--- config.mk ---
export PLATFORM = sky130hd
export DESIGN_NAME = rms_median
export DESIGN_NICKNAME = d
export VERILOG_FILES = /design/src/hdl/rms_pkg.sv /design/src/hdl/rms_median.sv
export SDC_FILE = /design/constraint.sdc
export NUM_CORES = 1
export LEC_CHECK = 0
export ABC_CLOCK_PERIOD_IN_PS = 5100
export BUFFER_PORTS_ARGS = -buffer_cell sky130_fd_sc_hd__buf_4
export CORE_ASPECT_RATIO = 2
export CORE_MARGIN = 3
export CORE_UTILIZATION = 50
export DETAILED_ROUTE_END_ITERATION = 10
export GPL_TIMING_DRIVEN = 0
export PLACE_DENSITY_LB_ADDON = 0.12
export RECOVER_POWER = 100
export SYNTH_ARGS = -nofsm -noshare
export SYNTH_HDL_FRONTEND = slang
export SYNTH_SLANG_ARGS = --single-unit
--- constraint.sdc ---
create_clock -name vclk -period 5.1
set_input_delay 0.51 -clock vclk [all_inputs]
set_output_delay 0.51 -clock vclk [all_outputs]
set_load 0.02 [all_outputs]
--- src/hdl/rms_pkg.sv ---
// ----------------------------------------------------------------------------
// rms_pkg
// Shared types and constants of the running median stream block.
// ----------------------------------------------------------------------------
package rms_pkg;

	localparam int DATA_W        = 32;
	localparam int COUNT_OUT_W   = 11;
	localparam int MAX_ITEMS_DEF = 1024;

	typedef enum logic [1:0] {
		OP_HOLD,
		OP_INSERT,
		OP_INSERT_POP,
		OP_PUSH
	} chain_op_t;

	typedef struct packed {
		chain_op_t                 op;
		logic signed [DATA_W-1:0]  value;
		logic signed [DATA_W-1:0]  push_value;
	} chain_ctrl_t;

	typedef struct packed {
		logic signed [DATA_W-1:0]  head;
		logic                      head_after;
	} chain_stat_t;

endpackage

--- src/hdl/rms_median.sv ---
// ----------------------------------------------------------------------------
// rms_median
// Forms the median from the heads of the lower and upper chains.
// ----------------------------------------------------------------------------
module rms_median (
	input  logic signed [rms_pkg::DATA_W-1:0] lower_head,
	input  logic signed [rms_pkg::DATA_W-1:0] upper_head,
	input  logic                              odd,
	output logic signed [rms_pkg::DATA_W-1:0] median
);

	logic signed [rms_pkg::DATA_W:0] sum;
	logic signed [rms_pkg::DATA_W:0] adj;

	// A negative sum is biased by one so that halving rounds toward zero.
	assign sum = {lower_head[rms_pkg::DATA_W-1], lower_head}
	           + {upper_head[rms_pkg::DATA_W-1], upper_head};
	assign adj = sum + {{rms_pkg::DATA_W{1'b0}}, sum[rms_pkg::DATA_W]};

	assign median = odd ? lower_head : adj[rms_pkg::DATA_W:1];

endmodule

== After elaboration in Yosys (flattened, before gate mapping) ==
Cells that the tools add are included.

* Bits in registers: 0
* Latch bits: 0
* Memory bits (writable): 0
* ROM bits: 0
* Input bits: 65
* Output and inout port bits: 32
* Logic and storage cells: 3
* Memories kept: 0

* Add/subtract/negate cells: 2
* Multipliers: 0
* Divide/modulo/power cells: 0
* Order comparisons: 0
* Equal/unequal tests: 0
* Shift operators: 0
* Multiplexer cells: 1
* Bitwise operators: 0
* Reduce and logical (&&, ||, !) cells: 0

{| class="wikitable"
|+ Operators by type and width
! cell !! number
|-
| adder 32 x 32 -> 33 bit || 1
|-
| adder 33 x 1 -> 33 bit || 1
|-
| 2-to-1 mux 32 bit || 1
|}

== Logic depth before layout (Yosys ltp) ==
Gate-level depths: netlist (run 1).

* Word-level depth: 3
* Depth in mapped cells: 19
* Depth with buffers taken out: 17

== Worst setup path after synthesis (run 1) ==
Ideal clock, no wire load.

* Kind: input-to-output
* Start point: input lower_head[5] (netlist bit)
* End point: output median[25] (netlist bit)
* Arrival time: 4.625 ns
* Required time: 4.590 ns
* Setup slack: -0.035 ns
* Cell stages on the path: 18
* Buffers on the path: 3
* Cell sequence: ha_1 buf_2 a21oi_1 nand2_1 o2111ai_1 a211oi_1 o21ai_0 a41o_1 clkbuf_1 and2_1 ha_1 inv_1 nor4_1 nand4_1 or4_1 clkbuf_1 or4_1 a31oi_1

* Cells in the longest elaborated chain, start to end: 3

{| class="wikitable"
|+ Ends and longest elaborated chain
! item !! line !! RTL
|-
| from (decl) || rms_median.sv:6 || <nowiki>input logic signed [rms_pkg::DATA_W-1:0] lower_head,</nowiki>
|-
| adder 32 x 32 -> 33 bit || rms_median.sv:17 || <nowiki>+ {upper_head[rms_pkg::DATA_W-1], upper_head};</nowiki>
|-
| adder 33 x 1 -> 33 bit || rms_median.sv:18 || <nowiki>assign adj = sum + {{rms_pkg::DATA_W{1'b0}}, sum[rms_pkg::DATA_W]};</nowiki>
|-
| 2-to-1 mux 32 bit || rms_median.sv:20 || <nowiki>assign median = odd ? lower_head : adj[rms_pkg::DATA_W:1];</nowiki>
|-
| to (decl) || rms_median.sv:9 || <nowiki>output logic signed [rms_pkg::DATA_W-1:0] median</nowiki>
|}

Every way passes these cells.

== Worst setup path after layout (run 1) ==
* Start point: input lower_head[5] (netlist bit)
* End point: output median[22] (netlist bit)

Same word-level chain as after synthesis.

==> metrics.txt, run 1 <==
sequential cell count=0; hold buffers post-CTS=0; die area=0.00745 mm²; pin count of the biggest net entering global routing=11; total overflow reported by the global router=0; setup TNS=0 ns; initial antenna violation count=0; critical path arrival=4.51 ns; gate count of the mapped netlist=500; Synth Warn #=0; n_diodes=0; Tcrit/Tclk final=0.984; synthesized area=between 0.003 and 0.004 mm²; Final #Nets=a little over 700; Tot GR Track Use=0.353; # IOs=between 90 and 100; Setup violations, final=0; RD Place Congestion=roughly 1; vias in the first global route=4461; Post-DP HPWL=~11 mm; crit path launch type=input pin; Die H=around 120 µm; DRC errors left=0; wirelength, routed=around 14 mm; post-route ant nets=0; Synth area leaders=ha_1 (13%), nand2_1 (7.6%), o21ai_0 (6.9%); count leader, synth=nand2_1; GR peak layer=met2; Pre-Repair DR Iteration Count=5; pwr dens=between 150 and 200 mW/mm²; status=completed; post-synth cell types=62; DR vias/cell=between 6 and 7; Fmax achieved=about 200 MHz; initial core utilization=0.524; Max rail drop VDD=about 0.00008 V; share of cells above drive strength 1=0.271; Fillers=563; Layout Utilization=0.725; Hold Fails Final Rpt=0; CP Class=in2out; Inst Count DP=681; met3 usage=0.0255; chip width=between 60 and 70 µm; actual slew at the worst max-slew pin=around 0.88 ns; cell taking the most area after synthesis=ha_1; GRT met1 Usage=0.290; Final Power=between 600 and 700 µW; row count=40; routed len/inst=between 20 and 25 µm; Seq. cell area=0 µm²; Net Count, Synth=599; vias=~4700; Crit. End Element=primary output; clock buffer count=0; Core Area=approximately 0.006 mm²; footprint of the multi-input gates=between 0.003 and 0.004 mm²; post-synth top area share=0.129; Seq/Total Area, Yosys=0; worst path required time=between 4 and 5 ns; Final Max Slew Viols=0; hold endpoint=median[19]; Leak Pwr=roughly 0.0018 µW; DRT iter0 DRCs=around 300; Finished Layout Cells=around 700; syn avg cell area=between 6 and 7 µm²; RSZ-0062 raised after global routing=yes; relative max-transition margin=0.407; first-pass GRT wire length=about 21 mm; worst hold path class=in2out; Synth top cells by count=nand2_1 (65), nor2_1 (46), o21ai_0 (44); Fin Hold WS=approximately 1.4 ns; hold_sp=lower_head[19]; Layout area overhead=38.5%; hold depth=4; max_cap viols=0; port bufs=97; met2 GRT Util=0.690; min Tclk post-route=approximately 5 ns; Critical Path Fanout Max=8
-- metrics by stage --
stage               setup slack [ns]  instance area, µm²
floorplan                     0.0283                3210
global placement              -0.930                4040
detailed placement            -0.991                4040
CTS                          0.00893                4190
global route                 -0.0505                4430
finish                        0.0820                4430
-- final cells by class --
cell class,instances,area share
multi-input cells,467,0.761
repair buffers,115,0.185
plain buffers,18,0.0198
well taps,84,0.0237
inverters,12,0.0102
-- logic make-up (layout without fill, tap and decap cells) --
| kind of cell | count (synthesis) | count (layout) | synth area share |
|---|---|---|---|
| simple gates | 220 | 220 | 0.344 |
| fa+ha+maj | 34 | 34 | 0.135 |
| mux | 3 | 3 | 0.0106 |
| buf+inv | 33 | 145 | 0.0411 |
| xor+xnor | 33 | 33 | 0.0904 |
| compound gates | 177 | 177 | 0.378 |
-- where the power goes --
group | internal, µW | total [µW] | switching, µW
clock | 0 | 0 | 0
combinational | 262 | 674 | 412
sequential | 0 | 0 | 0
total | 262 | 674 | 412
-- metal layers --
layer | vias up | wire length [µm]
li1 | 2147 | -
met1 | 2149 | 4230
met2 | 259 | 7430
met3 | 111 | 696
met4 | 0 | 1800
met5 | - | 0
-- worst max-delay path by stage --
stage	to	startpoint	slack, ns	depth (start not counted)
3_3_place_gp	median[25]	lower_head[5]	-0.93	20
5_1_grt	median[22]	lower_head[5]	-0.05	17
4_1_cts	median[22]	lower_head[0]	0.009	16
6_report	median[22]	lower_head[5]	0.08	17
2_1_floorplan	median[29]	lower_head[5]	0.03	18
3_5_place_dp	median[29]	lower_head[0]	-0.99	21
-- what timing repair did --
action                     4_1_cts  5_1_grt
pin swaps                        7       17
setup endpoints to repair       13       13
setup buffers                    7       11
hold endpoints to repair         0        0
resized for setup               20       47
-- cells in the final DEF (no fill, tap or decap), types with 7 or more instances in the layout --
cell and count:
buf_4 105, nand2_1 65, nor2_1 43, o21ai_0 40, ha_1 25, a21oi_1 23
clkbuf_1 22, xnor2_1 19, nand4_1 18, xor2_1 14, nor3_1 14, inv_1 12
a21o_1 12, nand3_1 12, a21oi_2 11, a31oi_1 9, nand2b_1 8, and2_1 7
nor4_1 7, o31ai_1 7, or3_1 7
-- critical path, cell delays in order --
cell,delay [ns]
buf_4,0.12
ha_1,0.27
buf_2,0.23
o211ai_1,0.14
buf_4,0.17
a21oi_4,0.20
o2111ai_2,0.19
buf_4,0.20
nand3_2,0.10
nand4_1,0.08
or4_1,0.51
buf_4,0.17
or4b_1,0.51
buf_4,0.18
or4_1,0.52
a31oi_1,0.22
buf_4,0.18
(Power assumes the default switching activity.)
==> inputs of run 2 (changes only) <==
CORE_UTILIZATION = 30   (was 50)
==> run 2 against run 1 <==
Against the previous run: final cell count up 7.9%; highest routed layer unchanged; power up 1.1%; worst hold slack worse by 0.021 ns; sequential share of layout area unchanged; final area up 3.6%; largest cell class unchanged.
==> metrics.txt, run 2 (synthesis gave the netlist of run 1 again) <==
status=completed; met2 GRT Util=0.458; vias in the first global route=4374; Layout area overhead=43.4%; Critical Path Fanout Max=7; port bufs=97; vias=4360; CP most frequent cell=buf_6; clock buffer count=0; CP top delay family=simple AND/OR/NAND/NOR gates; relative max-transition margin=0.407; post-route ant nets=0; # IOs=97; critical path's slowest cell=or4_1; first-pass GRT wire length=~22 mm; RD Place Congestion=approximately 0.98; DR vias/cell=roughly 5.8; Crit. End Element=primary output; Place WS=-1.12 ns; Fmax achieved=~200 MHz; Final #Nets=a little over 700; pwr dens=approximately 150 mW/mm²; routed len/inst=19.5 µm; hold buffers post-CTS=0; worst path cell trace=buf_4 -> ha_2 -> inv_1 -> fa_2 -> nand2b_4 -> a21oi_4 -> o211ai_4 -> buf_6 -> a311o_1 -> or4_4 -> buf_6 -> or4b_4 -> buf_6 -> or4_1 -> a31oi_1 -> buf_4; Hold Fails Final Rpt=0; Final Power=682 µW; wirelength, routed=about 15 mm; min Tclk post-route=roughly 5.1 ns; Fin Hold WS=about 1.3 ns; Max rail drop VDD=slightly above 0.00006 V; critical path arrival=about 4.6 ns; DRT iter0 DRCs=200; worst hold path class=in2out; total overflow reported by the global router=0; Seq. cell area=0 µm²; chip width=~80 µm; worst path required time=~4.6 ns; crit path launch type=input pin; pin count of the biggest net entering global routing=11; sequential cell count=0; Final Max Slew Viols=0; final worst setup slack=between 0.02 and 0.03 ns; Tot GR Track Use=0.231; most common cell after layout, fill and taps aside=buf_4; die area=0.0120 mm²; Pre-Repair DR Iteration Count=5; Tcrit/Tclk final=0.995; met3 usage=0.0107; share of cells above drive strength 1=0.292; setup TNS=0 ns; Core Area=0.0103 mm²; Leak Pwr=roughly 0.0019 µW; actual slew at the worst max-slew pin=just under 0.9 ns; CP bufs+invs=6; DRC errors left=0; Setup violations, final=0; Fillers=about 1100; max_cap viols=0; GRT met1 Usage=0.213; RSZ-0062 raised after global routing=yes; most frequent cells in the layout=buf_4 (112), nand2_1 (63), nor2_1 (45); row count=52; slowest stage delay, CP=0.53 ns; CP Class=in2out; Post-DP HPWL=12.3 mm; footprint of the multi-input gates=roughly 0.0034 mm²; Die H=roughly 150 µm; initial core utilization=0.311; initial antenna violation count=0; GR peak layer=met2; n_diodes=0
## run 2: final timing paths
kind | start | end | cells after the start
setup / recovery | lower_head[0] | median[22] | 16
hold / removal | lower_head[4] | median[4] | 4
## run 2: what timing repair did
| item | CTS | global route |
|---|---|---|
| endpoints found under the setup margin | 16 | 13 |
| setup buffers | 10 | 12 |
| gates resized for setup | 32 | 44 |
| pin swaps | 10 | 19 |
## run 2: metal layers
layer  part of all wire  up-vias
li1                   -     2153
met1               0.32     1982
met2               0.55      172
met3              0.041       53
met4              0.089        0
met5                  0        -
## run 2: per-stage QoR
| stage | util | area (µm²) | std cells |
|---|---|---|---|
| 3_5_place_dp | 0.399 | 4110 | 732 |
| 3_3_place_gp | 0.399 | 4110 | 732 |
| 2_1_floorplan | - | 3210 | 500 |
| 5_1_grt | 0.446 | 4590 | 751 |
| 4_1_cts | 0.423 | 4350 | 740 |
| 6_report | 0.446 | 4590 | 751 |
## run 2: report_power, final
part	internal (µW)	switching (µW)
combinational	271	411
sequential	0	0
clock	0	0
## run 2: final cells by class
type,instances,share of cell area
multi-input cells,467,0.738
repair buffers,119,0.193
well taps,135,0.0368
plain buffers,18,0.0221
inverters,12,0.00982
